File: src/rtl/mpf_pkg.sv
`timescale 1ns / 1ps
// ----------------------------------------------------------------------------
// mpf_pkg
// Shared types and constants of the monochrome page framebuffer flush block.
// ----------------------------------------------------------------------------
package mpf_pkg;

    // Operation codes, in the same order as the input kind field.
    typedef enum logic [1:0] {
        OP_PLOT  = 2'd0,
        OP_FILL  = 2'd1,
        OP_START = 2'd2,
        OP_TICK  = 2'd3
    } t_op;

    // Configuration register indexes.
    localparam logic CFG_INVERT = 1'b0;
    localparam logic CFG_PAD    = 1'b1;

    // Panel command and data byte values.
    localparam logic [7:0] CMD_PAGE_BASE = 8'hB0;
    localparam logic [7:0] CMD_COL_LOW   = 8'h00;
    localparam logic [7:0] CMD_COL_HIGH  = 8'h10;
    localparam logic [7:0] PAD_BYTE      = 8'h00;
    localparam logic [7:0] FILL_WHITE    = 8'hFF;
    localparam logic [7:0] FILL_BLACK    = 8'h00;

    // Depth of the command queue between front and back.
    localparam int QUEUE_DEPTH = 2;

    // Classified command held in the queue. Fields are sized for the largest
    // panel; the back end takes the bits that its geometry needs.
    typedef struct packed {
        t_op        op;
        logic [7:0] col;
        logic [3:0] page;
        logic [2:0] bit_idx;
        logic       colour;
    } t_cmd;

    // Status from the back end to the front end.
    typedef struct packed {
        logic init_busy;
    } t_back_status;

    // Back end sequencer states.
    typedef enum logic [2:0] {
        ST_IDLE     = 3'd0,
        ST_FILL     = 3'd1,
        ST_PLOT_WR  = 3'd2,
        ST_TICK_OUT = 3'd3
    } t_state;

endpackage

File: src/rtl/mpf_queue.sv
`timescale 1ns / 1ps
// ----------------------------------------------------------------------------
// mpf_queue
// Short command queue that decouples the front end from the back end.
// ----------------------------------------------------------------------------
module mpf_queue (
    input  logic          i_clk,
    input  logic          i_rst_n,
    input  logic          i_push,
    input  mpf_pkg::t_cmd i_cmd,
    output logic          o_full,
    output logic          o_valid,
    output mpf_pkg::t_cmd o_head,
    input  logic          i_pop
);
    import mpf_pkg::*;

    localparam int PTR_W = (QUEUE_DEPTH > 1) ? $clog2(QUEUE_DEPTH) : 1;
    localparam int CNT_W = $clog2(QUEUE_DEPTH + 1);

    t_cmd             r_mem [QUEUE_DEPTH];
    logic [PTR_W-1:0] r_wr_ptr;
    logic [PTR_W-1:0] r_rd_ptr;
    logic [CNT_W-1:0] r_count;
    logic [PTR_W-1:0] n_wr_ptr;
    logic [PTR_W-1:0] n_rd_ptr;
    logic [CNT_W-1:0] n_count;
    logic             do_push;
    logic             do_pop;

    assign o_full  = (r_count == CNT_W'(QUEUE_DEPTH));
    assign o_valid = (r_count != '0);
    assign o_head  = r_mem[r_rd_ptr];
    assign do_push = i_push && !o_full;
    assign do_pop  = i_pop && o_valid;

    // Pointer and fill level update, wrapping at the depth.
    always_comb begin
        n_wr_ptr = r_wr_ptr;
        n_rd_ptr = r_rd_ptr;
        n_count  = r_count;
        if (do_push) begin
            n_wr_ptr = (r_wr_ptr == PTR_W'(QUEUE_DEPTH - 1)) ? '0 : r_wr_ptr + 1'b1;
        end
        if (do_pop) begin
            n_rd_ptr = (r_rd_ptr == PTR_W'(QUEUE_DEPTH - 1)) ? '0 : r_rd_ptr + 1'b1;
        end
        if (do_push && !do_pop) begin
            n_count = r_count + 1'b1;
        end else if (do_pop && !do_push) begin
            n_count = r_count - 1'b1;
        end
    end

    always_ff @(posedge i_clk) begin
        if (!i_rst_n) begin
            r_wr_ptr <= '0;
            r_rd_ptr <= '0;
            r_count  <= '0;
        end else begin
            r_wr_ptr <= n_wr_ptr;
            r_rd_ptr <= n_rd_ptr;
            r_count  <= n_count;
        end
    end

    // Entry storage needs no reset.
    always_ff @(posedge i_clk) begin
        if (do_push) begin
            r_mem[r_wr_ptr] <= i_cmd;
        end
    end

endmodule

File: config.mk
export PLATFORM = sky130hd
export DESIGN_NAME = mpf_queue
export DESIGN_NICKNAME = d
export VERILOG_FILES = /design/src/rtl/mpf_pkg.sv /design/src/rtl/mpf_queue.sv
export SDC_FILE = /design/constraint.sdc
export NUM_CORES = 1
export LEC_CHECK = 0
export ABC_AREA = 1
export BUFFER_PORTS_ARGS = -buffer_cell sky130_fd_sc_hd__buf_2
export CORE_MARGIN = 8
export CORE_UTILIZATION = 49
export CTS_BUF_LIST = sky130_fd_sc_hd__clkbuf_2 sky130_fd_sc_hd__clkbuf_4 sky130_fd_sc_hd__clkbuf_8
export DETAILED_ROUTE_END_ITERATION = 8
export PLACE_DENSITY_LB_ADDON = 0.25
export REMOVE_ABC_BUFFERS = 1
export SLEW_MARGIN = 20
export SYNTH_ARGS = -nofsm -noshare
export SYNTH_HDL_FRONTEND = slang
export SYNTH_SLANG_ARGS = --single-unit
File: constraint.sdc
create_clock -name i_clk -period 2.7 [get_ports i_clk]
set_input_delay 0.27 -clock i_clk [delete_from_list [all_inputs] [get_ports i_clk]]
set_output_delay 0.27 -clock i_clk [all_outputs]
set_load 0.1 [all_outputs]
==> flow_metrics.py, run 1 <==
metrics = {
    "placed_design": {
        "placedCellCount": 180,
        "portBuffers": 41,
        "finalWeightedCongestion": 0.663,
        "hpwl_um": 2040,
    },
    "route": {
        "antenna_left": 0,
        "drt-wirelength-per-cell_um": 14.3,
        "initialDrtViolationCount": 21,
        "vias_per_cell": 4.70,
        "wl_um": 2680,
        "first_pass_iters": 4,
        "vias": 884,
        "drt_drc_violations_left": 0,
    },
    "yosys": {
        "yosys.area_share.simple_pct": 4.46,
        "synth_top_family_by_area": "multiplexers",
        "yosysWarnings": 0,
        "synth_seq_cells": 41,
        "avgSynthCellArea_um2": 17.2,
        "synthMuxAreaShare_pct": 15.0,
        "synthAdderAreaFrac_pct": 0.783,
        "yosysSeqAreaShare_pct": 73.9,
        "netlist_area_mm2": 0.00160,
        "synth-xor-area-share_pct": 0,
        "syn_inst": 93,
        "synth-compound-area-share_pct": 1.96,
        "yosysUniqueCellTypes": 16,
    },
    "timing": {
        "skew_ps": 12.7,
        "setup_tns_ps": 0,
        "grt_setup_unrepaired": "false",
        "slew_violations": 0,
        "post-route-period-util_pct": 76.2,
        "hold_viol_final": 0,
        "slew_headroom_pct": 67.5,
        "worst_pin_slew_ps": 491,
        "min_period_ps": 2060,
        "clock.fmax_mhz": 486,
        "finalSetupViolations": 0,
    },
    "critical_path": {
        "crit_path_start_kind": "flop",
        "cp-end-kind": "output pin",
        "crit_arrival_ps": 1790,
        "r2r_slack_ps": 1230,
        "reg2regPathDepth": 4,
        "crit_fanout": 8,
        "critPathRequiredTime_ps": 2430,
        "critical_path_class": "flop to output pin",
    },
    "global_route": {
        "antenna_found_initial": 0,
        "grt_pass1_vias": 968,
        "gr-total-overflow": 0,
        "grt_start_max_net_pins": 14,
        "grt_pass1_wl_um": 4220,
        "track_usage_pct": 10.8,
    },
    "clocking": {
        "clock-sinks": 41,
        "cts_hold_buf": 0,
        "cts.htree.levels": 2,
        "cts_tree": "built",
        "post_cts_buffers": 0,
        "clk_pin_slew_ps": 120,
        "cts_buffers": 5,
        "clock_latency_ps": 350,
        "root_buffer": "clkbuf_4",
        "clockBufferDepth": 2,
        "cts_resized": 0,
    },
    "cells_and_area": {
        "layout_commonest_cell": "buf_2",
        "final_cell_mix": "41 x buf_2, 36 x edfxtp_1, 10 x mux2_4",
        "syn_to_final_growth_pct": 21.5,
        "fin_cells": 188,
        "drive_gt1_share_pct": 50.7,
        "nNetsFinal": 166,
        "antennaDiodeCount": 0,
        "filler_cell_count": 251,
    },
    "run_status": {
        "status": "finished clean",
    },
    "floorplan": {
        "start_util_pct": 51.9,
        "ios": 42,
        "die_height_um": 73.1,
        "std_cell_rows": 20,
        "core_mm2": 0.00308,
        "die_w_um": 73.1,
        "die_area_mm2": 0.00534,
    },
    "worst_hold_path": {
        "holdPathStages": 1,
        "min_path_type": "primary input to flop",
    },
    "flow_run": {
        "max_cap_viol_count": 0,
    },
}
## registers in the layout, indices dropped and copies added (netlist names), named ones only
register and cells:
r_wr_ptr 1, r_rd_ptr 1, r_count 2, r_mem 36
## stage by stage
step           setup slack (ps)  util [%]  instance area [um2]  hold WS (ps)
2_1_floorplan               773         -                 1570           369
3_5_place_dp               1020      60.5                 1860           464
3_3_place_gp               1040      60.5                 1860           459
5_1_grt                     558      63.0                 1940          77.1
4_1_cts                     614      63.0                 1940          83.8
6_report                    643      63.0                 1940          93.5
## cell type report
class	count	area (um2)	area share, %
Clock inverter	3	41.3	2.13
Clock buffer	5	37.5	1.93
Inverter	8	30.0	1.55
Timing Repair Buffer	45	235	12.1
Tap cell	44	55.1	2.84
Sequential cell	41	1180	60.9
Multi-Input combinational cell	42	360	18.6
## worst max-delay path, stage by stage, from the launching register on
cell and delay, ps:
dfxtp_1 560, buf_4 240, mux2_2 340, buf_2 290
## per-layer routing
layer,track usage (%),wire (um),vias to the layer above
met4,8.00,72,0
met3,4.26,196,7
met1,10.5,1040,414
met2,18.2,1370,28
li1,-,-,435
met5,0,0,-
## Yosys cell counts
cell type | instances | area, um2
a21oi_1 | 1 | 5.00
nor2_1 | 9 | 33.8
buf_12 | 1 | 20.0
inv_1 | 8 | 30.0
nand2_1 | 7 | 26.3
nand4_1 | 1 | 6.26
dfxtp_1 | 5 | 100
buf_6 | 1 | 11.3
mux2_2 | 8 | 90.1
o21ai_2 | 1 | 8.76
o21ai_0 | 2 | 10.0
ha_1 | 1 | 12.5
mux2_4 | 10 | 150
edfxtp_1 | 36 | 1080
nand3_1 | 1 | 5.00
o21a_1 | 1 | 7.51
## path summary, 6_finish.rpt
check	from	end
max	flop	o_head[4]
min	i_cmd[5]	r_mem[0][5]$_DFFE_PP_
max reg2reg	r_count[1]$_SDFFE_PN0P_	r_mem[0][14]$_DFFE_PP_
min reg2reg	r_wr_ptr$_SDFFE_PN0N_	r_wr_ptr$_SDFFE_PN0N_
## cell families after synthesis
family | after synthesis
DFF | 41
buffers and inverters | 10
and+or+nand+nor | 18
adders and majority gates | 1
muxes | 18
AOI/OAI and AO/OA | 5
Power of run 1 is left out: the tool's default activity adds up to more than one toggle a clock period on the data nets, which glitch-free logic cannot reach.
==> inputs of run 2 (changes only) <==
Settings changed: ABC_AREA 1 to 0, CORE_UTILIZATION 49 to 48.
Clock period 2.7 ns to 1.8 ns, I/O delays scaled along.
==> run 2 against run 1 <==
  * Global-route usage rose by 0.54 points
  * Critical path type unchanged
  * Hold slack got worse by 82 ps
  * Final cell count shrank 4.3%
  * First-iteration DRC count rose to 2.7 times the previous value
  * Setup slack worse by 440 ps
  * Area after synthesis fell by 4.1%
  * Die area decreased by 1.6%
  * Sequential cell count did not move
  * Routed wire length increased by 6.6%
  * Core utilization grew 8.6 points
  * Critical path depth unchanged
  * Non-clock buffer count increased by 4
==> flow_metrics.py, run 2 <==
metrics = {
    "run_status": {
        "status": "finished clean",
    },
    "timing": {
        "worst_pin_slew_ps": 492,
        "grt_setup_unrepaired": "false",
        "slew_headroom_pct": 67.4,
        "setup_ws_ps": 203,
        "hold_viol_final": 0,
        "post-route-period-util_pct": 88.7,
        "slew_violations": 0,
        "skew_ps": 13.9,
        "finalSetupViolations": 0,
        "clock.fmax_mhz": 626,
        "min_period_ps": 1600,
    },
    "flow_run": {
        "max_cap_viol_count": 0,
    },
    "route": {
        "first_pass_iters": 4,
        "vias_per_cell": 4.71,
        "initialDrtViolationCount": 57,
        "met2WireLength_um": 1540,
        "drt-wirelength-per-cell_um": 15.9,
        "wl_met3_um": 233,
        "vias": 848,
        "maxUsedRoutingLayer": "met4",
        "antenna_left": 0,
        "drt_drc_violations_left": 0,
        "wl_um": 2860,
        "wl_met1_um": 1040,
    },
    "yosys": {
        "synth_seq_cells": 41,
        "synthTopCellsByCount": "36 x edfxtp_1, 18 x mux2_2, 5 x dfxtp_1",
        "avgSynthCellArea_um2": 18.9,
        "post_synth_main_area_contributors": "edfxtp_1 71%, mux2_2 13%, dfxtp_1 6.5%, and2_1 1.2%, xnor2_1 1.1%",
        "synth_top_family_by_area": "multiplexers",
        "synth-edff-count": 36,
        "synthAdderAreaFrac_pct": 0.816,
        "yosysWarnings": 0,
        "synthFlopType": "edfxtp_1",
        "synth-xor-area-share_pct": 1.71,
        "netlist_area_mm2": 0.00153,
        "synthMostInstantiatedCell": "edfxtp_1",
        "yosysSeqAreaShare_pct": 77.1,
        "synthMuxAreaShare_pct": 13.2,
        "syn_inst": 81,
        "yosysUniqueCellTypes": 22,
        "yosys.area.top_type_share_pct": 70.5,
        "yosys.area_share.simple_pct": 3.76,
        "synth_top_area_cell": "edfxtp_1",
        "ys_async_sr_fraction_pct": 0,
        "synth-compound-area-share_pct": 2.12,
    },
    "clocking": {
        "clk_pin_slew_ps": 120,
        "clock-sinks": 41,
        "cts_tree": "built",
        "root_buffer": "clkbuf_4",
        "clock_latency_ps": 350,
        "post_cts_buffers": 0,
        "cts_buffers": 5,
        "cts.htree.levels": 2,
        "cts_resized": 0,
        "clockBufferDepth": 2,
    },
    "cells_and_area": {
        "antennaDiodeCount": 0,
        "finalInstanceArea_mm2": 0.00219,
        "filler_cell_count": 224,
        "final_cell_mix": "36 x edfxtp_1, 23 x buf_2, 18 x mux2_2, 18 x buf_12, 7 x clkbuf_4",
        "largest_register_ffs": 36,
        "reg.largest.list": "r_mem: 36 flops, r_count: 2 flops",
        "top_register": "r_mem",
        "drive_gt1_share_pct": 54.4,
        "syn_to_final_growth_pct": 42.7,
        "layout_commonest_cell": "edfxtp_1",
        "nNetsFinal": 158,
    },
    "floorplan": {
        "die_area_mm2": 0.00526,
        "die_w_um": 72.5,
        "ios": 42,
        "std_cell_rows": 20,
        "start_util_pct": 50.2,
        "core_mm2": 0.00305,
        "die_height_um": 72.5,
    },
    "critical_path": {
        "crit_arrival_ps": 1420,
        "critical_path_class": "flop to output pin",
        "worst-path-buf-inv": 2,
        "crit_path_start_kind": "flop",
        "crit_fanout": 9,
        "crit_family": "multiplexers",
        "critPathRequiredTime_ps": 1620,
        "cp_cell_sequence": "buf_4, mux2_2, buf_12",
        "slowest_delay_ps": 380,
        "cp-end-kind": "output pin",
        "crit_path_top_delay_cell": "mux2_2",
    },
    "global_route": {
        "grt_pass1_wl_um": 4380,
        "antenna_found_initial": 0,
        "track_usage_pct": 11.4,
        "grt_start_max_net_pins": 20,
        "grt_pass1_vias": 946,
        "gr-total-overflow": 0,
    },
    "placed_design": {
        "pre_cts_slack_ps": 220,
        "portBuffers": 41,
        "hpwl_um": 2030,
        "finalWeightedCongestion": 0.615,
        "placed_cell_area_mm2": 0.00208,
    },
    "worst_hold_path": {
        "min_path_type": "primary input to flop",
    },
}
run 2: changes by cell type after synthesis, moves of 2 or more:
| cell | delta |
|---|---|
| inv_1 | -7 |
| and2_1 | +3 |
| mux2_4 | -10 |
| nor2_1 | -8 |
| xnor2_1 | +2 |
| nand2_1 | -7 |
| mux2_2 | +10 |
run 2: per-layer routing:
metal / track usage, % / vias up
li1: - / 415
met1: 10.4 / 399
met2: 19.8 / 29
met3: 5.23 / 5
met4: 7.33 / 0
met5: 0 / -
run 2: path summary, 6_finish.rpt:
kind                                               from                      end  slack, ps  cells after the start
worst max register to register  r_count[0]$_SDFFE_PN0P_  r_count[1]$_SDFFE_PN0P_        210                      6
worst max-delay path                               flop               o_head[16]        200                      3
worst min-delay path                          i_cmd[11]   r_mem[0][11]$_DFFE_PP_         10                      1
worst min register to register  r_count[1]$_SDFFE_PN0P_  r_count[1]$_SDFFE_PN0P_        530                      2
run 2: cells by family (layout without fill, tap and decap cells):
logic type / count (synthesis) / in the layout
fa+ha+maj: 1 / 1
simple gates: 9 / 9
xor+xnor: 3 / 3
compound gates: 5 / 5
mux: 18 / 18
flops: 41 / 41
buf+inv: 4 / 59
run 2: through the flow:
step / instances / hold slack (ps) / utilization, % / TNS [ps]
final: 180 / 11.5 / 71.6 / 0
after global routing: 180 / 1.83 / 71.6 / 0
after global placement: 168 / 368 / 68.2 / 0
after CTS: 176 / 2.85 / 70.3 / 0
after floorplan: 79 / 279 / - / -3030
after detailed placement: 168 / 372 / 68.2 / 0
run 2: layout make-up:
type,count,area (um2),share of cell area [%]
clock buffer,8,66.3,3.03
timing repair buffer,49,546,24.9
multi-input combinational,36,332,15.2
tap,44,55.1,2.52
inverter,2,7.51,0.343
sequential,41,1180,54.0
run 2: timing repair:
action	4_1_cts	5_1_grt
hold buffers	0	4
hold endpoints to repair	0	8
setup endpoints to repair	0	0
Power of run 2 is left out for the same reason.
